## src/hw/rtl/sha1_pkg.sv

```systemverilog
// ----------------------------------------------------------------------------
// SHA-1 digest package
// Shared types, constants and round functions for the SHA-1 stream hasher.
// ----------------------------------------------------------------------------
package sha1_pkg;

    typedef logic [31:0] word_t;

    // Five 32-bit words; index 0 is H0 (or working variable a).
    typedef logic [4:0][31:0] hash_t;

    localparam hash_t HASH_INIT = {32'hc3d2e1f0, 32'h10325476, 32'h98badcfe,
                                   32'hefcdab89, 32'h67452301};

    localparam int          ROUND_CNT_W = 7;
    localparam logic [6:0]  LAST_ROUND  = 7'd79;
    localparam logic [6:0]  SCHED_DEPTH = 7'd16;

    localparam logic [7:0]  PAD_MARKER      = 8'h80;
    localparam logic [5:0]  LEN_FIELD_START = 6'd56;
    localparam logic [5:0]  BLOCK_LAST      = 6'd63;
    localparam logic [1:0]  WORD_LAST_BYTE  = 2'd3;
    localparam logic [2:0]  DIGEST_LAST     = 3'd4;
    localparam logic [63:0] BITS_PER_BYTE   = 64'd8;

    typedef enum logic [1:0] {
        ST_IDLE,
        ST_PAD,
        ST_ROUND,
        ST_OUT
    } ctl_state_t;

    typedef enum logic [1:0] {
        CP_IDLE,
        CP_ROUND,
        CP_ADD
    } core_phase_t;

    typedef struct packed {
        logic word_load;
        logic start;
        logic chain_reset;
    } core_ctrl_t;

    function automatic word_t round_k(logic [6:0] t);
        word_t k;
        priority if (t < 7'd20) k = 32'h5a827999;
        else if (t < 7'd40)     k = 32'h6ed9eba1;
        else if (t < 7'd60)     k = 32'h8f1bbcdc;
        else                    k = 32'hca62c1d6;
        return k;
    endfunction

    function automatic word_t round_f(logic [6:0] t, word_t b, word_t c, word_t d);
        word_t f;
        priority if (t < 7'd20) f = (b & c) | (~b & d);
        else if (t < 7'd40)     f = b ^ c ^ d;
        else if (t < 7'd60)     f = (b & c) | (b & d) | (c & d);
        else                    f = b ^ c ^ d;
        return f;
    endfunction

endpackage

```

## src/hw/rtl/sha1_in_if.sv

```systemverilog
// ----------------------------------------------------------------------------
// SHA-1 message byte channel
// Valid/ready channel carrying one message byte and the end marker.
// ----------------------------------------------------------------------------
interface sha1_in_if;
    logic       valid;
    logic       ready;
    logic       byte_present;
    logic [7:0] msg_byte;
    logic       end_of_message;

    modport source (output valid, byte_present, msg_byte, end_of_message,
                    input ready);
    modport sink   (input valid, byte_present, msg_byte, end_of_message,
                    output ready);
endinterface

```

## src/hw/rtl/sha1_out_if.sv

```systemverilog
// ----------------------------------------------------------------------------
// SHA-1 digest word channel
// Valid/ready channel carrying one 32-bit digest word with its position.
// ----------------------------------------------------------------------------
interface sha1_out_if;
    logic        valid;
    logic        ready;
    logic [31:0] digest_word;
    logic [2:0]  word_index;
    logic        final_word;

    modport source (output valid, digest_word, word_index, final_word,
                    input ready);
    modport sink   (input valid, digest_word, word_index, final_word,
                    output ready);
endinterface

```

## src/hw/rtl/sha1_message_digest_top.sv

```systemverilog
// ----------------------------------------------------------------------------
// SHA-1 message digest
// Streams message bytes into 512-bit blocks, pads at end of message and
// returns the five digest words.
// ----------------------------------------------------------------------------
//  channel     dir  payload                                   request means
//  msg_in      in   byte_present, msg_byte, end_of_message    one byte and/or end
//  digest_out  out  digest_word, word_index, final_word       one digest word
//
//  A request is taken when msg_in is ready; the 64th byte of a block starts
//  the round unit, which holds msg_in not ready for 80 rounds and a hash add.
//  End of message: pad bytes go in one per cycle (9 to 72), with a compression
//  per filled block, then five digest words, each held until taken.
//  Reset loads the initial hash; no clearing pass is needed.
// ----------------------------------------------------------------------------
module sha1_message_digest_top (
    input  logic            clk,
    input  logic            rst_n,
    sha1_in_if.sink         msg_in,
    sha1_out_if.source      digest_out
);

    sha1_pkg::ctl_state_t state_reg, state_next;
    logic [5:0]  fill_reg, fill_next;
    logic [63:0] bits_reg, bits_next;
    logic [23:0] acc_reg, acc_next;
    logic        end_reg, end_next;
    logic        marker_reg, marker_next;
    logic        len_phase_reg, len_phase_next;
    logic [2:0]  idx_reg, idx_next;

    logic        in_take;
    logic        out_take;
    logic        put_en;
    logic [7:0]  put_byte;
    logic [7:0]  pad_byte;
    logic [63:0] len_shifted;

    sha1_pkg::core_ctrl_t ctrl;
    sha1_pkg::word_t      load_word;
    logic                 core_done;
    sha1_pkg::hash_t      hash;

    sha1_round_unit u_round (
        .clk       (clk),
        .rst_n     (rst_n),
        .ctrl      (ctrl),
        .load_word (load_word),
        .done      (core_done),
        .hash      (hash)
    );

    assign in_take  = msg_in.valid && msg_in.ready;
    assign out_take = digest_out.valid && digest_out.ready;

    // length bytes go out MSB first at fill 56..63
    assign len_shifted = bits_reg >> {~fill_reg[2:0], 3'b000};

    always_comb
    begin
        priority if (!marker_reg)
            pad_byte = sha1_pkg::PAD_MARKER;
        else if (len_phase_reg || fill_reg == sha1_pkg::LEN_FIELD_START)
            pad_byte = len_shifted[7:0];
        else
            pad_byte = 8'h00;
    end

    always_comb
    begin
        state_next       = state_reg;
        bits_next        = bits_reg;
        end_next         = end_reg;
        marker_next      = marker_reg;
        len_phase_next   = len_phase_reg;
        idx_next         = idx_reg;
        put_en           = 1'b0;
        put_byte         = pad_byte;
        ctrl             = '0;
        msg_in.ready     = 1'b0;
        digest_out.valid = 1'b0;

        unique case (state_reg)
            sha1_pkg::ST_IDLE:
            begin
                msg_in.ready = 1'b1;
                if (in_take)
                begin
                    end_next = msg_in.end_of_message;
                    if (msg_in.byte_present)
                    begin
                        put_en    = 1'b1;
                        put_byte  = msg_in.msg_byte;
                        bits_next = bits_reg + sha1_pkg::BITS_PER_BYTE;
                    end
                    priority if (msg_in.byte_present && fill_reg == sha1_pkg::BLOCK_LAST)
                    begin
                        ctrl.start = 1'b1;
                        state_next = sha1_pkg::ST_ROUND;
                    end
                    else if (msg_in.end_of_message)
                    begin
                        state_next = sha1_pkg::ST_PAD;
                    end
                    else
                    begin
                        state_next = sha1_pkg::ST_IDLE;
                    end
                end
            end
            sha1_pkg::ST_PAD:
            begin
                put_en = 1'b1;
                priority if (!marker_reg)
                    marker_next = 1'b1;
                else if (fill_reg == sha1_pkg::LEN_FIELD_START)
                    len_phase_next = 1'b1;
                else
                    len_phase_next = len_phase_reg;
                if (fill_reg == sha1_pkg::BLOCK_LAST)
                begin
                    ctrl.start = 1'b1;
                    state_next = sha1_pkg::ST_ROUND;
                end
            end
            sha1_pkg::ST_ROUND:
            begin
                if (core_done)
                begin
                    priority if (!end_reg)
                        state_next = sha1_pkg::ST_IDLE;
                    else if (len_phase_reg)
                        state_next = sha1_pkg::ST_OUT;
                    else
                        state_next = sha1_pkg::ST_PAD;
                end
            end
            sha1_pkg::ST_OUT:
            begin
                digest_out.valid = 1'b1;
                if (out_take)
                begin
                    if (idx_reg == sha1_pkg::DIGEST_LAST)
                    begin
                        ctrl.chain_reset = 1'b1;
                        bits_next        = '0;
                        end_next         = 1'b0;
                        marker_next      = 1'b0;
                        len_phase_next   = 1'b0;
                        idx_next         = '0;
                        state_next       = sha1_pkg::ST_IDLE;
                    end
                    else
                    begin
                        idx_next = idx_reg + 1'b1;
                    end
                end
            end
            default:
            begin
                state_next = sha1_pkg::ST_IDLE;
            end
        endcase

        // big-endian byte packing into schedule words
        fill_next = fill_reg;
        acc_next  = acc_reg;
        load_word = {acc_reg, put_byte};
        if (put_en)
        begin
            fill_next = fill_reg + 1'b1;
            acc_next  = {acc_reg[15:0], put_byte};
            if (fill_reg[1:0] == sha1_pkg::WORD_LAST_BYTE)
            begin
                ctrl.word_load = 1'b1;
            end
        end
    end

    always_ff @(posedge clk or negedge rst_n)
    begin
        if (!rst_n)
        begin
            state_reg     <= sha1_pkg::ST_IDLE;
            fill_reg      <= '0;
            bits_reg      <= '0;
            end_reg       <= 1'b0;
            marker_reg    <= 1'b0;
            len_phase_reg <= 1'b0;
            idx_reg       <= '0;
        end
        else
        begin
            state_reg     <= state_next;
            fill_reg      <= fill_next;
            bits_reg      <= bits_next;
            end_reg       <= end_next;
            marker_reg    <= marker_next;
            len_phase_reg <= len_phase_next;
            idx_reg       <= idx_next;
        end
    end

    always_ff @(posedge clk)
    begin
        acc_reg <= acc_next;
    end

    assign digest_out.digest_word = hash[idx_reg];
    assign digest_out.word_index  = idx_reg;
    assign digest_out.final_word  = (idx_reg == sha1_pkg::DIGEST_LAST);

endmodule

```

## src/hw/rtl/sha1_round_unit.sv

```systemverilog
// ----------------------------------------------------------------------------
// SHA-1 round unit
// Message schedule shift line, working variables and chaining hash; runs one
// compression round per cycle, then adds the result into the chaining hash.
// ----------------------------------------------------------------------------
module sha1_round_unit (
    input  logic                clk,
    input  logic                rst_n,
    input  sha1_pkg::core_ctrl_t ctrl,
    input  sha1_pkg::word_t     load_word,
    output logic                done,
    output sha1_pkg::hash_t     hash
);

    // sched_reg[0] is the oldest word of the 16-word window
    sha1_pkg::word_t     sched_reg [16];
    sha1_pkg::hash_t     vars_reg;
    sha1_pkg::hash_t     chain_reg;
    logic [sha1_pkg::ROUND_CNT_W-1:0] cnt_reg, cnt_next;
    sha1_pkg::core_phase_t phase_reg, phase_next;

    sha1_pkg::word_t w_mix;
    sha1_pkg::word_t w_cur;
    sha1_pkg::word_t a_rot;
    sha1_pkg::word_t b_rot;
    sha1_pkg::word_t tmp;

    always_comb
    begin
        w_mix = sched_reg[13] ^ sched_reg[8] ^ sched_reg[2] ^ sched_reg[0];
        w_cur = (cnt_reg < sha1_pkg::SCHED_DEPTH) ? sched_reg[0]
                                                  : {w_mix[30:0], w_mix[31]};
        a_rot = {vars_reg[0][26:0], vars_reg[0][31:27]};
        b_rot = {vars_reg[1][1:0], vars_reg[1][31:2]};
        tmp   = a_rot
              + sha1_pkg::round_f(cnt_reg, vars_reg[1], vars_reg[2], vars_reg[3])
              + vars_reg[4] + w_cur + sha1_pkg::round_k(cnt_reg);
    end

    always_comb
    begin
        phase_next = phase_reg;
        cnt_next   = cnt_reg;
        unique case (phase_reg)
            sha1_pkg::CP_IDLE:
            begin
                cnt_next = '0;
                if (ctrl.start)
                begin
                    phase_next = sha1_pkg::CP_ROUND;
                end
            end
            sha1_pkg::CP_ROUND:
            begin
                cnt_next = cnt_reg + 1'b1;
                if (cnt_reg == sha1_pkg::LAST_ROUND)
                begin
                    phase_next = sha1_pkg::CP_ADD;
                end
            end
            sha1_pkg::CP_ADD:
            begin
                cnt_next   = '0;
                phase_next = sha1_pkg::CP_IDLE;
            end
            default:
            begin
                cnt_next   = '0;
                phase_next = sha1_pkg::CP_IDLE;
            end
        endcase
    end

    always_ff @(posedge clk or negedge rst_n)
    begin
        if (!rst_n)
        begin
            phase_reg <= sha1_pkg::CP_IDLE;
            cnt_reg   <= '0;
        end
        else
        begin
            phase_reg <= phase_next;
            cnt_reg   <= cnt_next;
        end
    end

    // first 16 rounds rotate the window so it returns to W0..W15
    always_ff @(posedge clk)
    begin
        if (phase_reg == sha1_pkg::CP_ROUND)
        begin
            for (int i = 0; i < 15; i++)
            begin
                sched_reg[i] <= sched_reg[i+1];
            end
            sched_reg[15] <= w_cur;
        end
        else if (ctrl.word_load)
        begin
            for (int i = 0; i < 15; i++)
            begin
                sched_reg[i] <= sched_reg[i+1];
            end
            sched_reg[15] <= load_word;
        end
    end

    always_ff @(posedge clk)
    begin
        if (ctrl.start)
        begin
            vars_reg <= chain_reg;
        end
        else if (phase_reg == sha1_pkg::CP_ROUND)
        begin
            vars_reg[4] <= vars_reg[3];
            vars_reg[3] <= vars_reg[2];
            vars_reg[2] <= b_rot;
            vars_reg[1] <= vars_reg[0];
            vars_reg[0] <= tmp;
        end
    end

    always_ff @(posedge clk or negedge rst_n)
    begin
        if (!rst_n)
        begin
            chain_reg <= sha1_pkg::HASH_INIT;
        end
        else if (ctrl.chain_reset)
        begin
            chain_reg <= sha1_pkg::HASH_INIT;
        end
        else if (phase_reg == sha1_pkg::CP_ADD)
        begin
            for (int i = 0; i < 5; i++)
            begin
                chain_reg[i] <= chain_reg[i] + vars_reg[i];
            end
        end
    end

    assign done = (phase_reg == sha1_pkg::CP_ADD);
    assign hash = chain_reg;

endmodule

```

## src/flat_wrapper.sv

```systemverilog
// flat-port wrapper written by rule: the top's interface ports become plain ports
module sha1_message_digest_top_flat 
  (clk, rst_n, msg_in_valid, msg_in_byte_present, msg_in_msg_byte, msg_in_end_of_message, msg_in_ready, digest_out_valid, digest_out_digest_word, digest_out_word_index, digest_out_final_word, digest_out_ready);
  sha1_in_if msg_in_i ();
  sha1_out_if digest_out_i ();
  input  logic clk;
  input  logic rst_n;
  input wire logic [$bits(msg_in_i.valid)-1:0] msg_in_valid;
  input wire logic [$bits(msg_in_i.byte_present)-1:0] msg_in_byte_present;
  input wire logic [$bits(msg_in_i.msg_byte)-1:0] msg_in_msg_byte;
  input wire logic [$bits(msg_in_i.end_of_message)-1:0] msg_in_end_of_message;
  output wire logic [$bits(msg_in_i.ready)-1:0] msg_in_ready;
  output wire logic [$bits(digest_out_i.valid)-1:0] digest_out_valid;
  output wire logic [$bits(digest_out_i.digest_word)-1:0] digest_out_digest_word;
  output wire logic [$bits(digest_out_i.word_index)-1:0] digest_out_word_index;
  output wire logic [$bits(digest_out_i.final_word)-1:0] digest_out_final_word;
  input wire logic [$bits(digest_out_i.ready)-1:0] digest_out_ready;
  assign msg_in_i.valid = msg_in_valid;
  assign msg_in_i.byte_present = msg_in_byte_present;
  assign msg_in_i.msg_byte = msg_in_msg_byte;
  assign msg_in_i.end_of_message = msg_in_end_of_message;
  assign msg_in_ready = msg_in_i.ready;
  assign digest_out_valid = digest_out_i.valid;
  assign digest_out_digest_word = digest_out_i.digest_word;
  assign digest_out_word_index = digest_out_i.word_index;
  assign digest_out_final_word = digest_out_i.final_word;
  assign digest_out_i.ready = digest_out_ready;
  sha1_message_digest_top u_core (.clk(clk), .rst_n(rst_n), .msg_in(msg_in_i), .digest_out(digest_out_i));
endmodule
```

## config.mk

```make
export PLATFORM = sky130hd
export DESIGN_NAME = sha1_message_digest_top_flat
export DESIGN_NICKNAME = d
export VERILOG_FILES = /design/src/hw/rtl/sha1_pkg.sv /design/src/hw/rtl/sha1_in_if.sv /design/src/hw/rtl/sha1_out_if.sv /design/src/hw/rtl/sha1_message_digest_top.sv /design/src/hw/rtl/sha1_round_unit.sv /design/src/flat_wrapper.sv
export SDC_FILE = /design/constraint.sdc
export NUM_CORES = 2
export LEC_CHECK = 0
export ABC_AREA = 1
export BUFFER_PORTS_ARGS = -buffer_cell sky130_fd_sc_hd__clkbuf_2
export CAP_MARGIN = 0
export CORE_MARGIN = 1.5
export CORE_UTILIZATION = 35
export CTS_CLUSTER_SIZE = 12
export DETAILED_ROUTE_END_ITERATION = 8
export SLEW_MARGIN = 30
export SYNTH_ARGS = -nofsm -noshare
export SYNTH_HDL_FRONTEND = slang
export SYNTH_SLANG_ARGS = --single-unit
```

## constraint.sdc

```tcl
create_clock -name clk -period 30.5 [get_ports clk]
set_clock_uncertainty 0.1 [all_clocks]
set_input_delay 1.525 -clock clk [delete_from_list [all_inputs] [get_ports clk]]
set_output_delay 1.525 -clock clk [all_outputs]
set_load 0.01 [all_outputs]
```

Word level (Yosys, flattened, before mapping)
Memory sizes are Yosys's and may differ from the RTL's. Cells that the tools add are included.

Bits in registers: 431. Logic and storage cells: 188. Bits in writable memories: 512. Memories: 1. Output and inout bits: 38.

Bitwise logic cells: 30. Magnitude comparators: 5. $add $sub $neg: 13. Shift-type cells: 1. Equality and inequality tests: 20. Multiplexer cells: 81. Reductions and logical operators: 17.

Memory list: u_core.u_round.sched_reg (words 16, bits a word 32, read ports 16, clocked after Yosys merged registers in 0, write ports 16, RTL line sha1_round_unit.sv:16) `sha1_pkg::word_t sched_reg [16];`.

Operators by type and width (number): 32-bit 2-to-1 mux (23); 160-bit 2-to-1 mux (4); 32-bit adder (9); 64-bit 2-to-1 mux (4); 32-bit bitwise XOR (5); 32-bit AND (4); 64-bit one-hot mux with 2 select lines (1); 32-bit binary-select mux with 3-bit select (1); 32-bit OR (3); 64-bit by 4-bit adder with 64-bit output, second input constant (1); 64-bit by 6-bit right shift with 8-bit output (1); 8-bit 2-to-1 mux (5); 32-bit inverter (1); 31-bit 2-to-1 mux (1); 1-bit 2-to-1 mux (23); 2-bit 2-to-1 mux (10); 1-bit OR (16); 5-bit AND reduction (3); 7-bit by 5-bit less-than comparator with 1-bit output, second input constant (2); 7-bit by 6-bit less-than comparator with 1-bit output, second input constant (2); 2-bit by 1-bit inequality test with 1-bit output, second input constant (7); 6-bit == test, second input constant (2); 1-bit one-hot mux with 2 select lines (5); 2-bit == test, second input constant (4); 20 further kinds (30).

Logic depth before layout (Yosys ltp)
Depth in word-level cells: 12. Gate-level depth with buffers: 26.

Hierarchy
A second synthesis with hierarchy kept.

Cells, all modules: 5771. Area total of the unflattened synthesis: 52745.6 µm².

Modules (own cells, without submodules): sha1_round_unit (area an instance 45423.6 µm², sequential area each 24508.5 µm², instances 1, cells an instance 4644); sha1_message_digest_top (area an instance 7322.0 µm², sequential area each 2597.5 µm², instances 1, cells an instance 1127).

Least setup slack after synthesis
Ideal clock, no wire load.

Kind: input port to flip-flop. From: input port msg_in_byte_present. To: memory u_core.u_round.sched_reg[0][0] in the netlist's numbering, enable pin. Setup slack: 16.355 ns. Arrival: 10.390 ns. Stages on the path: 6. Required time: 26.745 ns. Path through: inv_1 -> nor2_8 -> inv_2 -> nand2_4 -> nand2_1 -> nand2_1.

RTL lines: from (decl) (RTL line flat_wrapper.sv:9) `input wire logic [$bits(msg_in_i.byte_present)-1:0] msg_in_byte_present;`; to (decl) (RTL line sha1_round_unit.sv:16).

Worst setup path in the final report
From: register u_core.u_round.cnt_reg[5] in the netlist's numbering. To: register u_core.u_round.vars_reg (netlist bit u_core.u_round.a_rot[2]) (data pin).

Word-level cells in the longest chain between the ends: 10. Elaborated cells on any way between the ends: 17.

Ends and longest elaborated chain: from (decl) (RTL line sha1_round_unit.sv:19) `logic [sha1_pkg::ROUND_CNT_W-1:0] cnt_reg, cnt_next;`; from (signal assigned) (RTL line sha1_round_unit.sv:84) `cnt_reg <= cnt_next;`; 7-bit by 6-bit less-than comparator with 1-bit output (RTL line sha1_pkg.sv:49, sha1_pkg.sv:58); 32-bit 2-to-1 mux (RTL line sha1_pkg.sv:58) `else if (t < 7'd60) f = (b & c) | (b & d) | (c & d);`; 32-bit 2-to-1 mux (RTL line sha1_pkg.sv:57) `else if (t < 7'd40) f = b ^ c ^ d;`; 32-bit 2-to-1 mux (RTL line sha1_pkg.sv:56) `priority if (t < 7'd20) f = (b & c) | (~b & d);`; 32-bit adder (RTL line sha1_round_unit.sv:36) `+ sha1_pkg::round_f(cnt_reg, vars_reg[1], vars_reg[2], vars_reg[3])`; 32-bit adder (2 in a row) (RTL line sha1_round_unit.sv:37) `+ vars_reg[4] + w_cur + sha1_pkg::round_k(cnt_reg);`; 32-bit adder * (RTL line sha1_round_unit.sv:37); 160-bit 2-to-1 mux * (RTL line sha1_round_unit.sv:115) `else if (phase_reg == sha1_pkg::CP_ROUND)`; 160-bit 2-to-1 mux * (RTL line sha1_round_unit.sv:111) `if (ctrl.start)`; to (signal assigned) (RTL line sha1_round_unit.sv:113) `vars_reg <= chain_reg;`; to (decl) (RTL line sha1_round_unit.sv:17) `sha1_pkg::hash_t vars_reg;`.

Every way passes the cells marked *; elsewhere a longest branch is shown, timed or not. The select of a mux whose other input is x is not followed. A chain may end at the register's enable or synchronous reset.

==> summary.txt <==
Worst IR Drop VDD: 0.04651 mV
Pwr/cell area: 46.55 mW/mm2
Seq pwr share: 0.499
Power share of the combinational group: 0.029
Worst setup SP type: flop
Slew headroom: 0.2989
Final WL: 189400 um
Post-DR wirelength/cell: 23.79 um
Vias in the first global route: 40520
Number of remaining DRC errors: 0
Status: complete, no violations
I/O Buffers: 51
Fillers: 15120
Skew-Pair Late Insertion Delay: 790 ps
Initial antenna violation count: 5
CTS Buffer Depth: 3
Setup crit end kind: flop
Postcts setup bufs: 0
Util after Layout: 0.3938
Leading area contributor after synthesis: edfxtp_1
Largest register FFs: 512
Worst-margin pin slew: 1052 ps
Clock power share: 0.472
Minimum clock period: 6961 ps
Fmax: 143.7 MHz
Synth unique cells: 56
Crit-path max FO: 25
Main area contributors after synthesis: edfxtp_1, nand2_1, dfrtp_1, inv_1, fa_1
Overall routing resource usage: 0.2440
Top FF cell, synth: edfxtp_1
Drt first pass iters: 8
1st-iter DRT viols: 4668
Pint: 2123 uW
EDFF count, synth: 696
Sw Ratio: 0.2277
Final instance area: 0.05905 mm2
TritonCTS Sinks: 940
Leakage Power: 0.02565 uW
Psw: 625.7 uW
Placed Area: 0.05543 mm2
HPWL Detailed: 144100 um
Final setup viols: 0
Placed cells: 7762
Syn_nets: 6136
Die extent in x: 391.9 um
Hold Path Class: reg -> reg
Synthesized area: 0.05292 mm2
Critical path type: reg -> reg
Placeable core area: 0.1500 mm2
Nets: 6195
Syn avg cell area: 9.126 um2
Slew Limit Fails: 0
I/O pins: 52
Initial Utilization: 0.3529
P&R area growth vs syn: 11.57%
First-pass GRT wire length: 273900 um
FF-to-FF path depth: 21
DR vias: 42580
Die Height: 391.9 um
Post-synth ARST share: 0.2596
Cells after Synth: 5799
Most common cell in the netlist: nand2_1
Layout cells sized above 1: 0.06223
Total gr overflow: 0
Post-synth top area share: 0.3949
Critical Path RT: 30860 ps
Routed vias/inst: 5.346
Worst path arrival time: 7320 ps
Post-Layout Cell Count: 7964
Post-cts sizing count: 0
RSZ-0062 raised after global routing: false
Max-Cap Viols: 0
Post-synth top cells: nand2_1, inv_1, edfxtp_1
Hold path depth: 0
Final Hold Viols: 0
Tcrit/Tclk final: 0.2282
Largest net degree at the start of global routing: 196
Rows: 142
CTS tree: built
Number of synthesized register bits: 940
Hold_buf cts: 0
Multi-input gate area: 0.02233 mm2
Worst-path clk slew: 60 ps
Yosys Warn Count: 0
Die area: 0.1535 mm2
Share of the yosys chip area belonging to registers: 0.5122
Reg area: 0.02711 mm2
CTS Buf Count: 107
Root buffer cell: clkbuf_16
Post-route ant nets: 0
GPL Wtd Cong: 1.011
CTS H-tree depth: 3
Setup TNS Final: 0 ps
## path summary, 6_finish.rpt
check / endpoint / startpoint / slack, ps
worst max-delay path: u_core.u_round.a_rot[2] / u_core.u_round.cnt_reg[5] / 23540
worst min-delay path: u_core.u_round.sched_reg[0][111] / u_core.u_round.sched_reg[0][143] / 270
worst max register to register: u_core.u_round.a_rot[2] / u_core.u_round.cnt_reg[5] / 23540
worst min register to register: u_core.u_round.sched_reg[0][111] / u_core.u_round.sched_reg[0][143] / 270
max in group asynchronous: u_core.digest_out.word_index[0] / rst_n / 27350
min in group asynchronous: u_core.u_round.hash[157] / rst_n / 710
## cell type report
class / count / share of cell area
antenna: 2 / 0.00008476
multi-input combinational: 3948 / 0.3781
tap: 2016 / 0.04272
clock inverter: 58 / 0.01197
inverter: 768 / 0.04906
timing repair buffer: 93 / 0.01125
sequential: 940 / 0.4591
clock buffer: 139 / 0.04772
## cells in the final DEF (no fill, tap or decap), types with 80 or more instances in the layout
| cell | count |
|---|---|
| a21oi_1 | 382 |
| ha_1 | 198 |
| inv_1 | 756 |
| dfstp_2 | 80 |
| nand2_1 | 1296 |
| clkbuf_16 | 107 |
| fa_1 | 125 |
| nand3_1 | 354 |
| nand4_1 | 88 |
| xnor2_1 | 108 |
| dfrtp_1 | 163 |
| o21ai_0 | 470 |
| o21ai_1 | 84 |
| nor3_1 | 84 |
| nor2_1 | 423 |
| edfxtp_1 | 696 |
## per-layer routing
metal,track usage,vias to the layer above,share of wire
li1,-,19750,-
met1,0.3480,20780,0.44
met2,0.3679,1744,0.43
met3,0.03489,300,0.074
met4,0.1068,2,0.048
met5,0,-,0.000048
## per-stage QoR
stage	setup WS [ps]	hold WS [ps]	power, uW
4_1_cts	23710	249.5	2777
6_report	23540	267.9	2748
5_1_grt	23350	265.2	2833
3_5_place_dp	23580	304.5	1474
2_1_floorplan	16360	300.3	1434
3_3_place_gp	23650	300.3	1474
## logic make-up after synthesis
logic type      count (synthesis)  synth area share
compound gates               1138            0.1160
xor+xnor                      160           0.02648
fa+ha+maj                     323           0.09410
buf+inv                       911           0.06662
flops                         940            0.5122
simple gates                 2327            0.1846
## critical path: stages (launching register included)
cell and delay (ps):
dfrtp_1 450, o21ai_0 190, nand2_1 280, nand3_1 690, nand2_1 720, inv_2 410, a221oi_1 700, fa_1 560
fa_1 460, inv_1 70, ha_1 170, inv_1 70, fa_1 390, inv_1 110, nand2_1 70, o21ai_0 350
a21oi_1 240, or2_2 340, nand2_1 60, nand2_1 40, nand3_1 70, nand2_1 60
## power by group through the flow
stage          registers (uW)  logic (uW)  clock network [uW]
4_1_cts                  1370        77.2                1330
3_3_place_gp             1400        76.6                   0
3_5_place_dp             1400        77.0                   0
5_1_grt                  1370        84.7                1380
6_report                 1370        79.0                1300
2_1_floorplan            1390        39.5                   0
Note: power is estimated with default switching activity, not from simulation.
